### src/hw/rtl/itp_pkg.sv
// shared types and constants for the infix to postfix converter
package itp_pkg;

    localparam int MAX_RESULTS = 32;
    localparam int EMIT_W      = $clog2(MAX_RESULTS + 1);
    localparam int PREC_TBL_W  = 24;
    localparam int PREC_W      = 3;
    localparam int ENTRY_W     = 4;
    localparam int LPAREN_BIT  = 3;

    localparam logic [1:0] ERR_NONE       = 2'd0;
    localparam logic [1:0] ERR_OVERFLOW   = 2'd1;
    localparam logic [1:0] ERR_UNMATCH_RP = 2'd2;
    localparam logic [1:0] ERR_UNMATCH_LP = 2'd3;

    localparam logic [ENTRY_W-1:0] LPAREN_MARK = 4'b1000;

    typedef enum logic [2:0] {
        FUNC_OPERAND  = 3'd0,
        FUNC_OPERATOR = 3'd1,
        FUNC_LPAREN   = 3'd2,
        FUNC_RPAREN   = 3'd3,
        FUNC_END      = 3'd4
    } t_func;

    typedef enum logic [1:0] {
        KIND_OPERAND  = 2'd0,
        KIND_OPERATOR = 2'd1,
        KIND_STATUS   = 2'd2
    } t_out_kind;

    typedef enum logic [1:0] {
        S_IDLE,
        S_READ,
        S_EVAL,
        S_FINISH
    } t_state;

    typedef struct packed {
        logic [2:0]  func;
        logic [2:0]  op_code;
        logic [1:0]  operand_kind;
        logic [31:0] operand_value;
    } t_in_item;

    typedef struct packed {
        logic [1:0]  out_kind;
        logic [2:0]  out_op;
        logic [1:0]  out_operand_kind;
        logic [31:0] out_operand_value;
        logic        last;
        logic [1:0]  error_code;
    } t_out_item;

    typedef struct packed {
        logic       load;
        logic       pop;
        logic       drop_lp;
        logic       push;
        logic       set_err;
        logic [1:0] err;
        logic       finish;
    } t_cmd;

    typedef struct packed {
        t_func func;
        logic  empty;
        logic  top_lp;
        logic  top_lower;
        logic  at_cap;
        logic  out_free;
        logic  pend_valid;
    } t_status;

endpackage

### src/hw/rtl/itp_ctrl.sv
// controller state machine for the infix to postfix converter
module itp_ctrl (
    input  logic            i_clk,
    input  logic            i_rst_n,
    input  logic            i_in_valid,
    input  itp_pkg::t_status i_status,
    output itp_pkg::t_cmd   o_cmd,
    output logic            o_in_stall
);
    import itp_pkg::*;

    t_state r_state;
    t_state n_state;
    logic   pop_ok;

    assign pop_ok = !i_status.pend_valid || i_status.out_free;

    always_ff @(posedge i_clk) begin
        if (!i_rst_n) begin
            r_state <= S_IDLE;
        end else begin
            r_state <= n_state;
        end
    end

    always_comb begin
        n_state = r_state;
        case (r_state)
            S_IDLE: begin
                if (i_in_valid) begin
                    if (i_status.func == FUNC_OPERATOR || i_status.func == FUNC_LPAREN ||
                        i_status.func == FUNC_RPAREN || i_status.func == FUNC_END) begin
                        n_state = S_READ;
                    end else begin
                        n_state = S_FINISH;
                    end
                end
            end
            S_READ: begin
                if (i_status.func == FUNC_LPAREN || i_status.empty) begin
                    n_state = S_FINISH;
                end else begin
                    n_state = S_EVAL;
                end
            end
            S_EVAL: begin
                case (i_status.func)
                    FUNC_OPERATOR: begin
                        if (i_status.top_lp || i_status.top_lower || i_status.at_cap) begin
                            n_state = S_FINISH;
                        end else if (pop_ok) begin
                            n_state = S_READ;
                        end
                    end
                    FUNC_RPAREN: begin
                        if (i_status.top_lp || i_status.at_cap) begin
                            n_state = S_FINISH;
                        end else if (pop_ok) begin
                            n_state = S_READ;
                        end
                    end
                    FUNC_END: begin
                        if (i_status.top_lp) begin
                            n_state = S_READ;
                        end else if (i_status.at_cap) begin
                            n_state = S_FINISH;
                        end else if (pop_ok) begin
                            n_state = S_READ;
                        end
                    end
                    default: begin
                        n_state = S_FINISH;
                    end
                endcase
            end
            S_FINISH: begin
                if (i_status.out_free) begin
                    n_state = S_IDLE;
                end
            end
            default: begin
                n_state = S_IDLE;
            end
        endcase
    end

    always_comb begin
        o_cmd      = '0;
        o_in_stall = 1'b1;
        case (r_state)
            S_IDLE: begin
                o_in_stall = !i_rst_n;
                o_cmd.load = i_in_valid && i_rst_n;
            end
            S_READ: begin
                case (i_status.func)
                    FUNC_LPAREN: begin
                        o_cmd.push = 1'b1;
                    end
                    FUNC_OPERATOR: begin
                        o_cmd.push = i_status.empty;
                    end
                    FUNC_RPAREN: begin
                        o_cmd.set_err = i_status.empty;
                        o_cmd.err     = ERR_UNMATCH_RP;
                    end
                    default: begin
                        o_cmd.push = 1'b0;
                    end
                endcase
            end
            S_EVAL: begin
                case (i_status.func)
                    FUNC_OPERATOR: begin
                        if (i_status.top_lp || i_status.top_lower || i_status.at_cap) begin
                            o_cmd.push = 1'b1;
                        end else begin
                            o_cmd.pop = pop_ok;
                        end
                    end
                    FUNC_RPAREN: begin
                        if (i_status.top_lp) begin
                            o_cmd.drop_lp = 1'b1;
                        end else if (!i_status.at_cap) begin
                            o_cmd.pop = pop_ok;
                        end
                    end
                    FUNC_END: begin
                        if (i_status.top_lp) begin
                            o_cmd.drop_lp = 1'b1;
                            o_cmd.set_err = 1'b1;
                            o_cmd.err     = ERR_UNMATCH_LP;
                        end else if (!i_status.at_cap) begin
                            o_cmd.pop = pop_ok;
                        end
                    end
                    default: begin
                        o_cmd.pop = 1'b0;
                    end
                endcase
            end
            S_FINISH: begin
                o_cmd.finish = i_status.out_free;
            end
            default: begin
                o_in_stall = 1'b1;
            end
        endcase
    end

endmodule

### src/hw/rtl/itp_datapath.sv
// operator stack, pending token and output register for the converter
module itp_datapath #(
    parameter int STACK_DEPTH = 32
) (
    input  logic                        i_clk,
    input  logic                        i_rst_n,
    input  itp_pkg::t_in_item           i_in_item,
    input  itp_pkg::t_cmd               i_cmd,
    output itp_pkg::t_status            o_status,
    input  logic                        i_cfg_wr_en,
    input  logic [itp_pkg::PREC_TBL_W-1:0] i_cfg_wr_data,
    output logic                        o_out_valid,
    input  logic                        i_out_stall,
    output itp_pkg::t_out_item          o_out_item
);
    import itp_pkg::*;

    localparam int CW = $clog2(STACK_DEPTH + 1);
    localparam int AW = (STACK_DEPTH > 1) ? $clog2(STACK_DEPTH) : 1;

    logic [ENTRY_W-1:0]    r_mem [STACK_DEPTH];
    logic [ENTRY_W-1:0]    r_top;
    logic [CW-1:0]         r_count;
    logic [CW-1:0]         count_m1;
    logic [EMIT_W-1:0]     r_emitted;
    logic [PREC_TBL_W-1:0] r_prec_tbl;
    t_in_item              r_item;
    t_out_item             r_pend;
    logic                  r_pend_valid;
    logic [1:0]            r_err;
    t_out_item             r_out;
    logic                  r_out_valid;
    logic                  full;
    logic                  out_free;
    logic                  emit;
    logic [ENTRY_W-1:0]    push_val;
    logic [PREC_W-1:0]     prec_item;
    logic [PREC_W-1:0]     prec_top;
    t_out_item             pop_tok;
    t_out_item             fin_tok;
    t_out_item             ld_tok;

    function automatic logic [PREC_W-1:0] prec_of(input logic [PREC_TBL_W-1:0] tbl,
                                                  input logic [2:0] code);
        logic [PREC_TBL_W-1:0] sh;
        sh = tbl >> (PREC_W * code);
        return sh[PREC_W-1:0];
    endfunction

    assign count_m1  = r_count - CW'(1);
    assign full      = (r_count == CW'(STACK_DEPTH));
    assign out_free  = !r_out_valid || !i_out_stall;
    assign emit      = i_cmd.pop && r_pend_valid;
    assign prec_item = prec_of(r_prec_tbl, r_item.op_code);
    assign prec_top  = prec_of(r_prec_tbl, r_top[2:0]);
    assign push_val  = (r_item.func == FUNC_LPAREN) ? LPAREN_MARK : {1'b0, r_item.op_code};

    always_comb begin
        pop_tok        = '0;
        pop_tok.out_kind = KIND_OPERATOR;
        pop_tok.out_op = r_top[2:0];
    end

    always_comb begin
        ld_tok                   = '0;
        ld_tok.out_kind          = KIND_OPERAND;
        ld_tok.out_operand_kind  = i_in_item.operand_kind;
        ld_tok.out_operand_value = i_in_item.operand_value;
    end

    always_comb begin
        fin_tok = '0;
        if (r_pend_valid) begin
            fin_tok = r_pend;
        end else begin
            fin_tok.out_kind = KIND_STATUS;
        end
        fin_tok.last       = 1'b1;
        fin_tok.error_code = r_err;
    end

    always_comb begin
        o_status.func       = t_func'(r_item.func);
        o_status.empty      = (r_count == '0);
        o_status.top_lp     = r_top[LPAREN_BIT];
        o_status.top_lower  = (prec_top < prec_item);
        o_status.at_cap     = (r_emitted >= EMIT_W'(MAX_RESULTS));
        o_status.out_free   = out_free;
        o_status.pend_valid = r_pend_valid;
    end

    // stack storage, read port always points at the top entry
    always_ff @(posedge i_clk) begin
        if (i_cmd.push && !full) begin
            r_mem[r_count[AW-1:0]] <= push_val;
        end
        if (r_count != '0) begin
            r_top <= r_mem[count_m1[AW-1:0]];
        end
    end

    always_ff @(posedge i_clk) begin
        if (!i_rst_n) begin
            r_count      <= '0;
            r_prec_tbl   <= '0;
            r_pend_valid <= 1'b0;
            r_out_valid  <= 1'b0;
            r_emitted    <= '0;
            r_err        <= ERR_NONE;
        end else begin
            if (i_cfg_wr_en) begin
                r_prec_tbl <= i_cfg_wr_data;
            end
            if (i_cmd.load) begin
                r_emitted    <= '0;
                r_err        <= ERR_NONE;
                r_pend_valid <= (i_in_item.func == FUNC_OPERAND);
            end
            if (i_cmd.push) begin
                if (full) begin
                    r_err <= ERR_OVERFLOW;
                end else begin
                    r_count <= r_count + CW'(1);
                end
            end
            if (i_cmd.set_err) begin
                r_err <= i_cmd.err;
            end
            if (i_cmd.drop_lp) begin
                r_count <= count_m1;
            end
            if (i_cmd.pop) begin
                r_count      <= count_m1;
                r_emitted    <= r_emitted + EMIT_W'(1);
                r_pend_valid <= 1'b1;
            end
            if (i_cmd.finish) begin
                r_pend_valid <= 1'b0;
            end
            if (emit || i_cmd.finish) begin
                r_out_valid <= 1'b1;
            end else if (!i_out_stall) begin
                r_out_valid <= 1'b0;
            end
        end
    end

    // payload registers
    always_ff @(posedge i_clk) begin
        if (i_cmd.load) begin
            r_item <= i_in_item;
            r_pend <= ld_tok;
        end
        if (i_cmd.pop) begin
            r_pend <= pop_tok;
        end
        if (emit) begin
            r_out <= r_pend;
        end else if (i_cmd.finish) begin
            r_out <= fin_tok;
        end
    end

    assign o_out_valid = r_out_valid;
    assign o_out_item  = r_out;

endmodule

### src/hw/rtl/infix_to_postfix_converter.sv
// top level of the infix to postfix converter
// an operand or unknown item goes from accept straight to finish, a left paren is pushed in read first
// operator, right paren or end: a read and an eval step per stack entry examined, then finish
// one item at a time: the next item is accepted only after the final result is registered,
// and output stalls lengthen this wait
// reset clears the stack count, precedence table and handshake state
// the stack memory itself is not cleared and needs no clearing pass
module infix_to_postfix_converter #(
    parameter int STACK_DEPTH = 32
) (
    input  logic                        i_clk,
    input  logic                        i_rst_n,
    input  logic                        i_in_valid,
    output logic                        o_in_stall,
    input  itp_pkg::t_in_item           i_in_item,
    output logic                        o_out_valid,
    input  logic                        i_out_stall,
    output itp_pkg::t_out_item          o_out_item,
    input  logic                        i_cfg_wr_en,
    input  logic [itp_pkg::PREC_TBL_W-1:0] i_cfg_wr_data
);
    import itp_pkg::*;

    t_cmd    cmd;
    t_status status;
    t_status ctrl_status;

    // in idle the controller decodes the incoming item directly
    always_comb begin
        ctrl_status = status;
        if (!o_in_stall) begin
            ctrl_status.func = t_func'(i_in_item.func);
        end
    end

    itp_ctrl u_ctrl (
        .i_clk      (i_clk),
        .i_rst_n    (i_rst_n),
        .i_in_valid (i_in_valid),
        .i_status   (ctrl_status),
        .o_cmd      (cmd),
        .o_in_stall (o_in_stall)
    );

    itp_datapath #(
        .STACK_DEPTH (STACK_DEPTH)
    ) u_datapath (
        .i_clk         (i_clk),
        .i_rst_n       (i_rst_n),
        .i_in_item     (i_in_item),
        .i_cmd         (cmd),
        .o_status      (status),
        .i_cfg_wr_en   (i_cfg_wr_en),
        .i_cfg_wr_data (i_cfg_wr_data),
        .o_out_valid   (o_out_valid),
        .i_out_stall   (i_out_stall),
        .o_out_item    (o_out_item)
    );

endmodule
### config.mk
export PLATFORM = sky130hd
export DESIGN_NAME = infix_to_postfix_converter
export DESIGN_NICKNAME = d
export VERILOG_FILES = /design/src/hw/rtl/itp_pkg.sv /design/src/hw/rtl/itp_ctrl.sv /design/src/hw/rtl/itp_datapath.sv /design/src/hw/rtl/infix_to_postfix_converter.sv
export SDC_FILE = /design/constraint.sdc
export NUM_CORES = 1
export LEC_CHECK = 0
export ABC_CLOCK_PERIOD_IN_PS = 8470
export BUFFER_PORTS_ARGS = -buffer_cell sky130_fd_sc_hd__buf_2
export CORE_MARGIN = 2
export CORE_UTILIZATION = 37
export CTS_BUF_LIST = sky130_fd_sc_hd__clkbuf_2 sky130_fd_sc_hd__clkbuf_4 sky130_fd_sc_hd__clkbuf_8
export DETAILED_ROUTE_END_ITERATION = 10
export HOLD_SLACK_MARGIN = 0.15
export PLACE_DENSITY = 0.63
export SETUP_SLACK_MARGIN = 0.15
export SYNTH_ARGS = -nofsm -noshare
export SYNTH_HDL_FRONTEND = slang
export SYNTH_HIERARCHICAL = 1
export SYNTH_SLANG_ARGS = --single-unit
### constraint.sdc
create_clock -name i_clk -period 8.47 [get_ports i_clk]
set_clock_uncertainty 0.2 [all_clocks]
set_input_delay 1.694 -clock i_clk [delete_from_list [all_inputs] [get_ports i_clk]]
set_output_delay 1.694 -clock i_clk [all_outputs]
set_load 0.005 [all_outputs]
# Word level (Yosys, flattened, before mapping)

Memories as Yosys holds them, arrays and structs flattened. A register that Yosys moved wholly into a read port is not among the register bits.
Index checks and enable logic that the tools add are counted.

Add/subtract/negate cells: 3
$mul: 2
Order comparisons: 2
Equal/unequal tests: 13
Shift-type cells: 2
Multiplexer cells: 52
Bitwise gates (word level): 1
Reductions and logical operators: 29

Operator list:

| cell                                                      | number |
|---|---|
| 2-to-1 mux 40 bit                                         | 3 |
| >> shifter 24 x 5 -> 3 bit                                | 2 |
| 2-to-1 mux 42 bit                                         | 1 |
| 2-to-1 mux 41 bit                                         | 1 |
| 2-to-1 mux 6 bit                                          | 6 |
| 2-to-1 mux 2 bit                                          | 14 |
| 2-to-1 mux 1 bit                                          | 17 |
| adder 6 x 1 -> 6 bit (second input constant)              | 2 |
| 2-to-1 mux 3 bit                                          | 4 |
| logical OR 1 bit                                          | 10 |
| multiplier 2 x 3 -> 5 bit (first input constant)          | 2 |
| equality test 3 x 2 -> 1 bit (second input constant)      | 3 |
| one-hot mux 2 bit (4 select lines)                        | 1 |
| one-hot mux 4 bit (2 select lines)                        | 1 |
| equality test 6 bit (second input constant)               | 1 |
| greater-or-equal comparator 6 bit (second input constant) | 1 |
| logical NOT 6 bit                                         | 1 |
| one-hot mux 2 bit (3 select lines)                        | 1 |
| nonzero test 6 bit                                        | 1 |
| subtractor 6 x 1 -> 6 bit (second input constant)         | 1 |
| logical NOT 1 bit                                         | 5 |
| equality test 2 bit (second input constant)               | 2 |
| 2-to-1 mux 4 bit                                          | 1 |
| != test 2 x 1 -> 1 bit (second input constant)            | 2 |
| other kinds (15)                                          | 21 |

Register bits after elaboration: 128
Memory bits (writable): 128
Logic and storage cells: 125
Memories: 1

Memory list:

| memory           | words | bits a word | read ports | clocked after memory_dff | write ports | RTL line           | text |
|---|---|---|---|---|---|---|---|
| u_datapath.r_mem | 32    | 4           | 1          | 1                        | 1           | itp_datapath.sv:21 | `logic [ENTRY_W-1:0] r_mem [STACK_DEPTH];` |

# Depth between registers and ports, before layout

Gate-level depths: netlist of the first run.

Depth after elaboration: 11
Depth in mapped cells: 15

# Modules after synthesis

Netlist of the first run, hierarchy kept.

By module, submodules not included:

| module                     | instances | cells an instance | area an instance (um2) | sequential area each (um2) |
|---|---|---|---|---|
| itp_datapath               | 1         | 713               | 10645.2                | 6996.7 |
| itp_ctrl                   | 1         | 55                | 392.9                  | 40.0 |
| infix_to_postfix_converter | 1         | 3                 | 33.8                   | 0.0 |

# Least setup slack after synthesis of the first run

Ideal clock, no wire load.

Kind: input port to flip-flop
Start: input port i_rst_n
End: register u_datapath.r_out (netlist bit u_datapath/o_out_item[0]), enable pin
Arrival time: 4.340 ns
Required time: 7.874 ns
Setup slack: 3.534 ns
Stages: 9
Buffers on the path: 2
Path through: nand2_1 > mux2_2 > nor2b_2 > a21oi_1 > nor4_1 > clkbuf_1 > clkbuf_1 > a21oi_1 > inv_1

RTL lines:

| item                 | RTL line                         | text |
|---|---|---|
| start, declared      | infix_to_postfix_converter.sv:12 | `input logic i_rst_n,` |
| end signal, assigned | itp_datapath.sv:158              | `r_out <= r_pend;` |
| end signal, assigned | itp_datapath.sv:160              | `r_out <= fin_tok;` |
| end, declared        | itp_datapath.sv:31               | `t_out_item r_out;` |

==> results.sh, run 1 <==
export IMPL_status="completed"
export IMPL_synth_fp_nets=853
export IMPL_io_pins=113
export IMPL_power_net_switching_uw=1099
export IMPL_r2r_start="u_datapath/r_top[0]$_DFFE_PN_"
export IMPL_fin_crit_sh_pct=53.39
export IMPL_final_common_cell="edfxtp_1"
export IMPL_cts_made_buffers=43
export IMPL_worstPathMaxFanout=52
export IMPL_max_stage_delay_ns=0.53
export IMPL_grt_max_degree=53
export IMPL_p_seq_share_pct=45.0
export IMPL_fin_tns_setup_ns=0
export IMPL_ant_nets=0
export IMPL_grt_first_pass_wirelength_um=36270
export IMPL_core_area_um2=29560
export IMPL_ys_warn_count=6
export IMPL_slew_headroom_pct=33.23
export IMPL_synth_seq_cells=260
export IMPL_crit_chain="buf_2, nand2_1, mux2_2, nor2b_2, a21oi_1, nor4_2, buf_4, a21oi_1, inv_1, buf_4"
export IMPL_wl_um=23260
export IMPL_worstRegToRegCells=10
export IMPL_portBuffers=112
export IMPL_ys_async_sr_fraction_pct=0
export IMPL_first_iter_violations=473
export IMPL_power_density_nw_per_um2=287.4
export IMPL_die_w_um=177.0
export IMPL_peakVddDrop_mv=0.1187
export IMPL_worstPathRequired_ns=8.44
export IMPL_yosysSeqAreaShare_pct=63.56
export IMPL_timing_fmax_ghz=0.2211
export IMPL_drt_pass1_iterations=5
export IMPL_fill_cells=2701
export IMPL_viasPerCell=5.004
export IMPL_fin_cells=1316
export IMPL_cpMaxStageDelayCell="buf_4"
export IMPL_htree_levels=2
export IMPL_drc=0
export IMPL_p_int_uw=2591
export IMPL_area_growth_synth_to_final_pct=15.93
export IMPL_hold_violations=0
export IMPL_grt_usage_pct=14.81
export IMPL_crit_start="i_rst_n"
export IMPL_cts_num_sinks=260
export IMPL_nets=972
export IMPL_grt_overflow=0
export IMPL_reg2reg_slack_ns=4.03
export IMPL_critPathCaptureType="flip-flop"
export IMPL_place_inst=1235
export IMPL_synthFlopType="edfxtp_1"
export IMPL_drive_above_1_share_pct=29.41
export IMPL_crit_arrival_ns=4.49
export IMPL_die_h_um=177.0
export IMPL_grt_antenna_before_repair=1
export IMPL_leakagePower_uw=0.004643
export IMPL_crit_type="input pin to flip-flop"
export IMPL_dp_hpwl_um=15080
export IMPL_post_dp_cell_area_um2=11980
export IMPL_max_clock_path_buffers=3
export IMPL_combPwrFrac_pct=25.8
export IMPL_cts_setup_buffers=0
export IMPL_initial_core_util_pct=37.46
export IMPL_syn_inst=771
export IMPL_cts_root_buf="clkbuf_8"
export IMPL_grt_pass1_vias=6672
export IMPL_slew_viol_final=0
export IMPL_cts_resized=0
export IMPL_num_vias=6585
export IMPL_synth_edf_count=183
export IMPL_r2r_end="u_datapath/r_mem[19][2]$_DFFE_PP_"
export IMPL_cts_tree="yes"
export IMPL_period_needed_ns=4.522
export IMPL_p_clk_share_pct=29.2
export IMPL_final_area_um2=12840
export IMPL_die_area_um2=31320
export IMPL_syn_cell_area_um2=11070
export IMPL_cap_violations=0
export IMPL_final_cell_mix="edfxtp_1 (183), buf_2 (112), nor2_1 (102)"
export IMPL_cts_clk_slew_worst_paths_ns=0.06
export IMPL_critPathLaunchType="input pin"
export IMPL_rsz0062_at_grt="no"
export IMPL_finalSetupViolCount=0
export IMPL_worstHoldPathType="flip-flop to flip-flop"
export IMPL_clk_insertion_delay_late_ns=0.54
export IMPL_wl_per_cell_um=17.67
export IMPL_synth_avg_cell_area_um2=14.36
export IMPL_crit_end="u_datapath/o_out_item[11]$_DFFE_PP_"
export IMPL_gp_congestion=0.8044
export IMPL_hold_buffers=0
export IMPL_swShare_pct=29.78
export IMPL_synthDistinctLibCells=69
export IMPL_fp_row_count=63
export IMPL_tightest_slew_ns=0.9995
==> layout make-up <==
cell class                 instances  area [µm²]  area share (%)
sequential                       260        7038           54.83
multi-input combinational        443        3735           29.10
clock buffer                      57       696.9           5.429
timing repair buffer             124       650.6           5.069
tap                              390       488.0           3.802
clock inverter                    23       157.7           1.228
inverter                          18       67.56          0.5264
antenna                            1       2.502         0.01950
==> worst min path at each step <==
stage                                       start  slack, ns  depth (start not counted)                                 end
2_1_floorplan  u_datapath/r_pend[40]$_SDFFE_PP1P_       0.22                          1  u_datapath/r_pend[40]$_SDFFE_PP1P_
3_3_place_gp   u_datapath/r_pend[40]$_SDFFE_PP1P_       0.23                          1  u_datapath/r_pend[40]$_SDFFE_PP1P_
3_5_place_dp   u_datapath/r_pend[40]$_SDFFE_PP1P_       0.23                          1  u_datapath/r_pend[40]$_SDFFE_PP1P_
4_1_cts        u_datapath/r_pend[40]$_SDFFE_PP1P_       0.25                          1  u_datapath/r_pend[40]$_SDFFE_PP1P_
5_1_grt        u_datapath/r_pend[40]$_SDFFE_PP1P_       0.26                          1  u_datapath/r_pend[40]$_SDFFE_PP1P_
6_report       u_datapath/r_pend[40]$_SDFFE_PP1P_       0.24                          1  u_datapath/r_pend[40]$_SDFFE_PP1P_
==> synth_stat cells (2+ instances only) <==
| cell | n | share of area (%) |
|---|---|---|
| mux2_2 | 14 | 1.4 |
| xnor2_1 | 3 | 0.24 |
| buf_4 | 9 | 0.61 |
| nand4_1 | 3 | 0.17 |
| ha_1 | 13 | 1.5 |
| a211oi_1 | 2 | 0.14 |
| nor4_1 | 2 | 0.11 |
| and2_1 | 44 | 2.5 |
| buf_2 | 12 | 0.54 |
| nand3_1 | 11 | 0.50 |
| nor3b_1 | 3 | 0.20 |
| inv_1 | 18 | 0.61 |
| clkbuf_1 | 21 | 0.71 |
| nor2b_1 | 11 | 0.62 |
| nor3b_2 | 2 | 0.23 |
| buf_6 | 3 | 0.31 |
| a21oi_1 | 10 | 0.45 |
| nor2_1 | 103 | 3.5 |
| nand2b_1 | 2 | 0.11 |
| nand2_1 | 15 | 0.51 |
| a221oi_1 | 5 | 0.40 |
| or2_2 | 3 | 0.17 |
| a21boi_1 | 4 | 0.27 |
| and3_1 | 6 | 0.34 |
| xor2_1 | 2 | 0.16 |
| nor3_1 | 8 | 0.36 |
| buf_1 | 5 | 0.17 |
| dfxtp_1 | 77 | 14 |
| or4_1 | 2 | 0.14 |
| o21ai_0 | 9 | 0.41 |
| a2111oi_1 | 3 | 0.27 |
| a31oi_1 | 11 | 0.62 |
| nand3b_1 | 8 | 0.54 |
| mux2i_1 | 66 | 6.0 |
| mux4_2 | 44 | 9.0 |
| o21ai_1 | 2 | 0.090 |
| edfxtp_1 | 183 | 50 |
==> metal layers <==
metal  routed length, µm  vias to the layer above  track usage (%)
met2               11150                      209            24.42
met5                   0                        -                0
met3                1419                       37            2.985
met4                 465                        0            4.787
met1               10220                     3219            19.63
li1                    -                     3120                -
==> flip-flops by register name, indices dropped and copies added (netlist names) <==
signal,count
u_datapath/r_top,4
u_datapath/o_out_valid,1
u_datapath/o_out_item,42
u_datapath/r_emitted,6
u_datapath/r_count,6
u_datapath/r_pend,38
u_datapath/o_status,3
u_datapath/r_err,2
u_datapath/r_item,3
u_datapath/r_prec_tbl,24
u_datapath/r_mem,128
u_datapath/r_pend_valid,1
u_ctrl/r_state,2
==> critical path, delay by kind of cell <==
kind | cells | cell delay, ns
buffers and inverters | 4 | 1.19
multiplexers | 1 | 0.43
AO/OA/AOI/OAI | 2 | 0.30
AND/OR/NAND/NOR | 3 | 0.83
==> logic make-up after synthesis <==
group,Yosys count,synth area share [%]
DFF,260,63.56
and+or+nand+nor,239,11.36
muxes,124,16.34
buffers and inverters,68,2.949
AOI/OAI and AO/OA,62,3.933
adders and majority gates,13,1.469
xor gates and xnor gates,5,0.3956
==> through the flow <==
step | setup slack [ns] | hold WS (ns) | util (%) | power (µW)
CTS | 3.944 | 0.2471 | 43.42 | 3733
global route | 3.626 | 0.2636 | 43.42 | 3895
detailed placement | 3.377 | 0.2338 | 40.52 | 2641
finish | 3.948 | 0.2432 | 43.42 | 3690
global placement | 3.420 | 0.2279 | 40.52 | 2636
floorplan | 3.534 | 0.2181 | - | 2388
==> power by group through the flow <==
| stage | registers, µW | clock network (µW) | logic [µW] |
|---|---|---|---|
| CTS | 1660 | 1110 | 957 |
| global route | 1680 | 1170 | 1040 |
| finish | 1660 | 1080 | 952 |
| detailed placement | 1690 | 0 | 953 |
| floorplan | 1640 | 0 | 751 |
| global placement | 1680 | 0 | 951 |
No activity file was read; power rests on OpenSTA's default activity.
==> inputs of run 2 (changes only) <==
--- a/config.mk
+++ b/config.mk
@@ -5,14 +5,15 @@
 export SDC_FILE = /design/constraint.sdc
 export NUM_CORES = 1
 export LEC_CHECK = 0
-export ABC_CLOCK_PERIOD_IN_PS = 8470
+export ABC_AREA = 1
+export ABC_CLOCK_PERIOD_IN_PS = 3700
 export BUFFER_PORTS_ARGS = -buffer_cell sky130_fd_sc_hd__buf_2
 export CORE_MARGIN = 2
 export CORE_UTILIZATION = 37
 export CTS_BUF_LIST = sky130_fd_sc_hd__clkbuf_2 sky130_fd_sc_hd__clkbuf_4 sky130_fd_sc_hd__clkbuf_8
 export DETAILED_ROUTE_END_ITERATION = 10
 export HOLD_SLACK_MARGIN = 0.15
-export PLACE_DENSITY = 0.63
+export PLACE_DENSITY = 0.65
 export SETUP_SLACK_MARGIN = 0.15
 export SYNTH_ARGS = -nofsm -noshare
 export SYNTH_HDL_FRONTEND = slang
==> constraint.sdc (replaced) <==
create_clock -name i_clk -period 3.7 [get_ports i_clk]
set_clock_uncertainty 0.2 [all_clocks]
set_input_delay 0.74 -clock i_clk [delete_from_list [all_inputs] [get_ports i_clk]]
set_output_delay 0.74 -clock i_clk [all_outputs]
set_load 0.005 [all_outputs]
==> run 2 against run 1 <==
Compared with the run above: synthesized area grew 6.4%; non-clock buffer count is 25 higher; first-iteration DRC count is 45% higher; combinational power increased to 3.6 times the previous value; via count rose by 37%; cell count is 43% higher; hold slack worse by 0.059 ns; global-route usage increased by 1.6 points.
==> results.sh, run 2 <==
export IMPL_crit_start="u_datapath/r_top[0]$_DFFE_PN_"
export IMPL_timing_fmax_ghz=0.2985
export IMPL_worstPathMaxFanout=8
export IMPL_viasPerCell=4.772
export IMPL_regArea_um2=7038
export IMPL_drc=0
export IMPL_cts_root_buf="clkbuf_8"
export IMPL_ant_nets=0
export IMPL_portBuffers=112
export IMPL_swShare_pct=37.77
export IMPL_fin_hold_ws_ns=0.1837
export IMPL_p_int_uw=6042
export IMPL_rsz0062_at_grt="yes"
export IMPL_fin_tns_setup_ns=0
export IMPL_finalSetupViolCount=0
export IMPL_syn_cell_area_um2=11780
export IMPL_cts_tree="yes"
export IMPL_io_pins=113
export IMPL_synth_most_common_cell="nand2_1"
export IMPL_slew_headroom_pct=36.65
export IMPL_num_vias=9004
export IMPL_crit_type="flip-flop to flip-flop"
export IMPL_period_needed_ns=3.351
export IMPL_tightest_slew_ns=0.9493
export IMPL_setup_ws_ns=0.3494
export IMPL_slew_viol_final=0
export IMPL_hp_start="i_in_item[39]"
export IMPL_wl_per_cell_um=14.46
export IMPL_cts_num_sinks=260
export IMPL_max_clock_path_buffers=3
export IMPL_grt_max_degree=72
export IMPL_final_util_pct=44.18
export IMPL_p_clk_share_pct=26.3
export IMPL_fin_crit_sh_pct=90.56
export IMPL_combPwrFrac_pct=34.9
export IMPL_status="completed"
export IMPL_peakVddDrop_mv=0.3411
export IMPL_yosysTopAreaCell="edfxtp_1"
export IMPL_core_area_um2=31470
export IMPL_critPathLaunchType="flip-flop"
export IMPL_drive_above_1_share_pct=20.00
export IMPL_crit_arrival_ns=3.38
export IMPL_die_h_um=182.4
export IMPL_clk_insertion_delay_late_ns=0.56
export IMPL_fin_cells=1887
export IMPL_gp_congestion=0.8753
export IMPL_fp_row_count=65
export IMPL_syn_inst=1321
export IMPL_hold_violations=0
export IMPL_nets=1534
export IMPL_largest_register_ffs=128
export IMPL_ys_top_cells_by_count="nand2_1 (413), inv_1 (189), edfxtp_1 (183)"
export IMPL_cts_clk_slew_worst_paths_ns=0.06
export IMPL_ys_warn_count=6
export IMPL_grt_overflow=0
export IMPL_multi_input_area_um2=3872
export IMPL_grt_antenna_before_repair=0
export IMPL_cap_violations=0
export IMPL_grt_pass1_vias=8652
export IMPL_critPathCaptureType="flip-flop"
export IMPL_synth_fp_nets=1403
export IMPL_leakagePower_uw=0.006366
export IMPL_worstHoldPathType="input pin to flip-flop"
export IMPL_antenna_cells=0
export IMPL_drt_pass1_iterations=5
export IMPL_synth_avg_cell_area_um2=8.918
export IMPL_synthDistinctLibCells=41
export IMPL_final_common_cell="nand2_1"
export IMPL_ys_async_sr_fraction_pct=0
export IMPL_initial_core_util_pct=37.43
export IMPL_htree_levels=2
export IMPL_synth_seq_cells=260
export IMPL_fill_cells=2998
export IMPL_worstPathRequired_ns=3.73
export IMPL_cts_made_buffers=44
export IMPL_place_inst=1802
export IMPL_grt_usage_pct=16.44
export IMPL_yosysSeqAreaShare_pct=59.73
export IMPL_power_net_switching_uw=3667
export IMPL_power_density_nw_per_um2=698.2
export IMPL_p_seq_share_pct=38.8
export IMPL_r2r_start="u_datapath/r_top[0]$_DFFE_PN_"
export IMPL_dp_hpwl_um=17620
export IMPL_final_cell_mix="nand2_1 (410), inv_1 (189), edfxtp_1 (183)"
export IMPL_grt_first_pass_wirelength_um=43860
export IMPL_area_growth_synth_to_final_pct=18.02
export IMPL_synth_edf_count=183
export IMPL_synthFlopType="edfxtp_1"
export IMPL_synth_top_area_share_pct=46.64
export IMPL_place_ws_ns=0.008956
export IMPL_wl_um=27290
export IMPL_die_area_um2=33280
export IMPL_die_w_um=182.4
export IMPL_first_iter_violations=684
export IMPL_synthTopCellsByArea="edfxtp_1 (47%), nand2_1 (13%), dfxtp_1 (13%)"
## run 2: changes by cell type after synthesis, sizes merged, moves of 43 or more
cell and change:
mux4 -44, nand2 +403, nand3 +143, o21ai +47
mux2i -66, and2 -43, inv +179
## run 2: cell families (layout without fill, tap and decap cells)
group / Yosys count / after routing / synth area share (%)
buf+inv: 262 / 426 / 9.346
compound gates: 105 / 105 / 4.896
fa+ha+maj: 13 / 13 / 1.381
xor+xnor: 3 / 3 / 0.3506
simple gates: 678 / 678 / 24.30
flops: 260 / 260 / 59.73
## run 2: worst paths after layout
kind,to,slack [ns],cells past startpoint
max reg2reg,u_datapath/r_mem[13][2]$_DFFE_PP_,0.35,18
max,u_datapath/r_mem[13][2]$_DFFE_PP_,0.35,18
min,u_datapath/o_status[8]$_DFFE_PP_,0.18,1
min reg2reg,u_datapath/r_pend[33]$_SDFFE_PP0P_,0.24,2
## run 2: per-stage QoR
stage          cell area [µm²]  power [µW]
5_1_grt                  13900       10310
3_3_place_gp             12750        7056
2_1_floorplan            11780        6161
6_report                 13900        9709
3_5_place_dp             12750        7092
4_1_cts                  13740        9702
## run 2: power groups by stage
stage / clock [µW] / sequential [µW] / combinational [µW]
3_5_place_dp: 0 / 3830 / 3260
6_report: 2550 / 3770 / 3390
5_1_grt: 2740 / 3810 / 3760
2_1_floorplan: 0 / 3730 / 2430
3_3_place_gp: 0 / 3820 / 3240
4_1_cts: 2620 / 3770 / 3310
## run 2: area by class of cell
type | count | area share [%]
clock buffers | 62 | 5.507
clock inverters | 17 | 0.8639
multi-input cells | 799 | 27.85
inverters | 198 | 5.363
repair buffers | 149 | 6.182
flip-flops and latches | 260 | 50.62
well taps | 402 | 3.617
## run 2: repair_timing
action,4_1_cts,5_1_grt
hold buffers,3,0
hold endpoints to repair,3,0
resized for setup,20,42
endpoints found under the setup margin,120,200
setup buffers,2,1
pin swaps,0,1
## run 2: layer usage
layer	GRT usage, %	up-vias	wire length [µm]	share of wire [%]
met4	5.710	0	682	2.5
met3	2.714	58	1705	6.2
met1	22.13	4196	12240	45
met5	0	-	0	0
li1	-	4483	-	-
met2	26.98	267	12660	46
## run 2: worst max-delay path: stages, from the launching register on
cell	delay, ns
edfxtp_1	0.48
buf_2	0.20
a21oi_1	0.13
o21ai_0	0.09
o21ai_0	0.09
nand2_1	0.07
nand2_1	0.08
ha_1	0.24
a21oi_1	0.14
a21boi_2	0.18
inv_1	0.07
nand2_1	0.08
nand3_1	0.09
a21oi_2	0.19
nand2_2	0.12
inv_4	0.10
nand2_1	0.05
buf_4	0.20
nor2_2	0.21
==> inputs of run 3 (changes only) <==
--- a/config.mk
+++ b/config.mk
@@ -8,12 +8,11 @@
 export ABC_AREA = 1
 export ABC_CLOCK_PERIOD_IN_PS = 3700
 export BUFFER_PORTS_ARGS = -buffer_cell sky130_fd_sc_hd__buf_2
-export CORE_MARGIN = 2
 export CORE_UTILIZATION = 37
 export CTS_BUF_LIST = sky130_fd_sc_hd__clkbuf_2 sky130_fd_sc_hd__clkbuf_4 sky130_fd_sc_hd__clkbuf_8
 export DETAILED_ROUTE_END_ITERATION = 10
 export HOLD_SLACK_MARGIN = 0.15
-export PLACE_DENSITY = 0.65
+export PLACE_DENSITY = 0.61
 export SETUP_SLACK_MARGIN = 0.15
 export SYNTH_ARGS = -nofsm -noshare
 export SYNTH_HDL_FRONTEND = slang
==> run 3 against run 2 <==
Compared with the run above: first-iteration DRC count is 6.0% lower; flip-flop and latch count stayed put; final area is 0.59% lower; count of clock-buffer cells in the layout is 2 higher; hold slack worse by 0.0033 ns; critical path type unchanged; critical endpoint is now u_datapath/r_mem[13][0]$_DFFE_PP_; highest routed layer unchanged.
==> results.sh, run 3 (synthesis gave the netlist of run 2 again) <==
export IMPL_drive_above_1_share_pct=19.16
export IMPL_nets=1529
export IMPL_largest_register_ffs=128
export IMPL_cap_violations=0
export IMPL_crit_arrival_ns=3.36
export IMPL_rsz0062_at_grt="no"
export IMPL_first_iter_violations=643
export IMPL_die_h_um=180.4
export IMPL_fin_tns_setup_ns=0
export IMPL_hold_violations=0
export IMPL_max_clock_path_buffers=3
export IMPL_initial_core_util_pct=38.02
export IMPL_r2r_start="u_datapath/r_item[34]$_DFFE_PP_"
export IMPL_area_growth_synth_to_final_pct=17.32
export IMPL_cts_num_sinks=260
export IMPL_path_buf_inv=6
export IMPL_hp_start="i_in_item[36]"
export IMPL_r2r_end="u_datapath/r_mem[13][0]$_DFFE_PP_"
export IMPL_fill_cells=2957
export IMPL_grt_overflow=0
export IMPL_cpMaxStageDelayCell="edfxtp_1"
export IMPL_dp_hpwl_um=17880
export IMPL_cts_tree="yes"
export IMPL_grt_first_pass_wirelength_um=44950
export IMPL_htree_levels=2
export IMPL_hold_depth=1
export IMPL_grt_pass1_vias=8693
export IMPL_holdPathEnd="u_datapath/r_item[36]$_DFFE_PP_"
export IMPL_crit_family="compound AO/OA/AOI/OAI gates"
export IMPL_finalSetupViolCount=0
export IMPL_tightest_slew_ns=0.9696
export IMPL_wl_per_cell_um=14.61
export IMPL_ant_nets=0
export IMPL_hold_buffers=0
export IMPL_status="completed"
export IMPL_max_stage_delay_ns=0.36
export IMPL_reg2reg_slack_ns=0.40
export IMPL_grt_usage_pct=17.16
export IMPL_io_pins=113
export IMPL_slew_headroom_pct=35.04
export IMPL_place_inst=1795
export IMPL_wl_um=27440
export IMPL_period_needed_ns=3.305
export IMPL_drt_pass1_iterations=5
export IMPL_power_density_nw_per_um2=704.0
export IMPL_core_area_um2=30990
export IMPL_slew_viol_final=0
export IMPL_final_util_pct=44.60
export IMPL_die_w_um=180.4
export IMPL_cts_clk_slew_worst_paths_ns=0.06
export IMPL_crit_type="flip-flop to flip-flop"
export IMPL_grt_antenna_before_repair=1
export IMPL_drc=0
export IMPL_cts_made_buffers=43
export IMPL_fin_crit_sh_pct=89.31
export IMPL_final_cell_mix="nand2_1 (412), inv_1 (189), edfxtp_1 (183)"
export IMPL_grt_max_degree=72
export IMPL_fin_cells=1879
export IMPL_num_vias=9001
export IMPL_regArea_um2=7038
export IMPL_worstPathMaxFanout=16
export IMPL_critPathLaunchType="flip-flop"
export IMPL_worstPathRequired_ns=3.75
export IMPL_peakVddDrop_mv=0.3384
export IMPL_place_ws_ns=-0.0007268
export IMPL_setup_ws_ns=0.3954
export IMPL_leakagePower_uw=0.006381
export IMPL_clk_insertion_delay_late_ns=0.55
export IMPL_worstHoldPathType="input pin to flip-flop"
export IMPL_worstRegToRegCells=18
export IMPL_critPathCaptureType="flip-flop"
export IMPL_final_common_cell="nand2_1"
export IMPL_timing_fmax_ghz=0.3026
export IMPL_gp_congestion=0.8522
export IMPL_portBuffers=112
export IMPL_viasPerCell=4.790
export IMPL_die_area_um2=32560
export IMPL_multi_input_area_um2=3740
export IMPL_cts_root_buf="clkbuf_8"
export IMPL_crit_chain="buf_4, inv_1, nor2_1, o21ai_0, o21ai_1, ha_1, a21oi_1, a21boi_2, inv_1, nand2_1, nand3_1, a21oi_2, nand2_1, inv_2, nand2_1, buf_4, nor2_1, buf_4"
export IMPL_fp_row_count=64
run 3: layout make-up:
class	count	share of cell area, %
diodes	1	0.01810
inverters	198	5.377
multi-input cells	799	27.06
flip-flops and latches	260	50.92
clock buffers	64	5.830
clock inverters	16	1.186
well taps	396	3.585
repair buffers	145	6.029
run 3: timing repair:
item	4_1_cts	5_1_grt
hold endpoints to repair	0	0
setup endpoints to repair	120	137
pin swaps	0	1
buffers inserted	2	1
gates resized for setup	7	23
run 3: routing by layer:
layer  part of all wire (%)  vias to the layer above  wire, µm  global-route usage (%)
li1                       -                     4479         -                       -
met1                     46                     4224     12540                   22.64
met2                     47                      245     12770                   27.64
met3                    5.0                       53      1372                   3.355
met4                    2.7                        0       753                   7.009
met5                      0                        -         0                       0
run 3: how the worst max path moves through the flow:
stage                                                   endpoint  depth (start not counted)                       startpoint
final                          u_datapath/r_mem[13][0]$_DFFE_PP_                         18  u_datapath/r_item[34]$_DFFE_PP_
after global placement          u_datapath/r_mem[7][2]$_DFFE_PP_                         15  u_datapath/r_item[34]$_DFFE_PP_
after CTS                       u_datapath/r_mem[6][0]$_DFFE_PP_                         18    u_datapath/r_top[0]$_DFFE_PN_
after detailed placement       u_datapath/r_mem[19][2]$_DFFE_PP_                         15  u_datapath/r_item[34]$_DFFE_PP_
after floorplan           u_datapath/o_out_item[0]$_SDFFCE_PP0P_                         16  u_datapath/r_item[34]$_DFFE_PP_
after global routing           u_datapath/r_mem[13][3]$_DFFE_PP_                         20    u_datapath/r_top[0]$_DFFE_PN_
run 3: through the flow:
step / power (µW) / area, µm² / hold slack [ns]
after floorplan: 6161 / 11780 / 0.2187
after global placement: 6958 / 12750 / 0.2272
after detailed placement: 6986 / 12750 / 0.2324
after CTS: 9766 / 13750 / 0.1599
after global routing: 10380 / 13820 / 0.1544
final: 9731 / 13820 / 0.1804
run 3: power breakdown:
part | internal (µW) | switching, µW | total (µW)
clock | 1620 | 1130 | 2740
combinational | 1030 | 2220 | 3250
sequential | 3540 | 201 | 3740
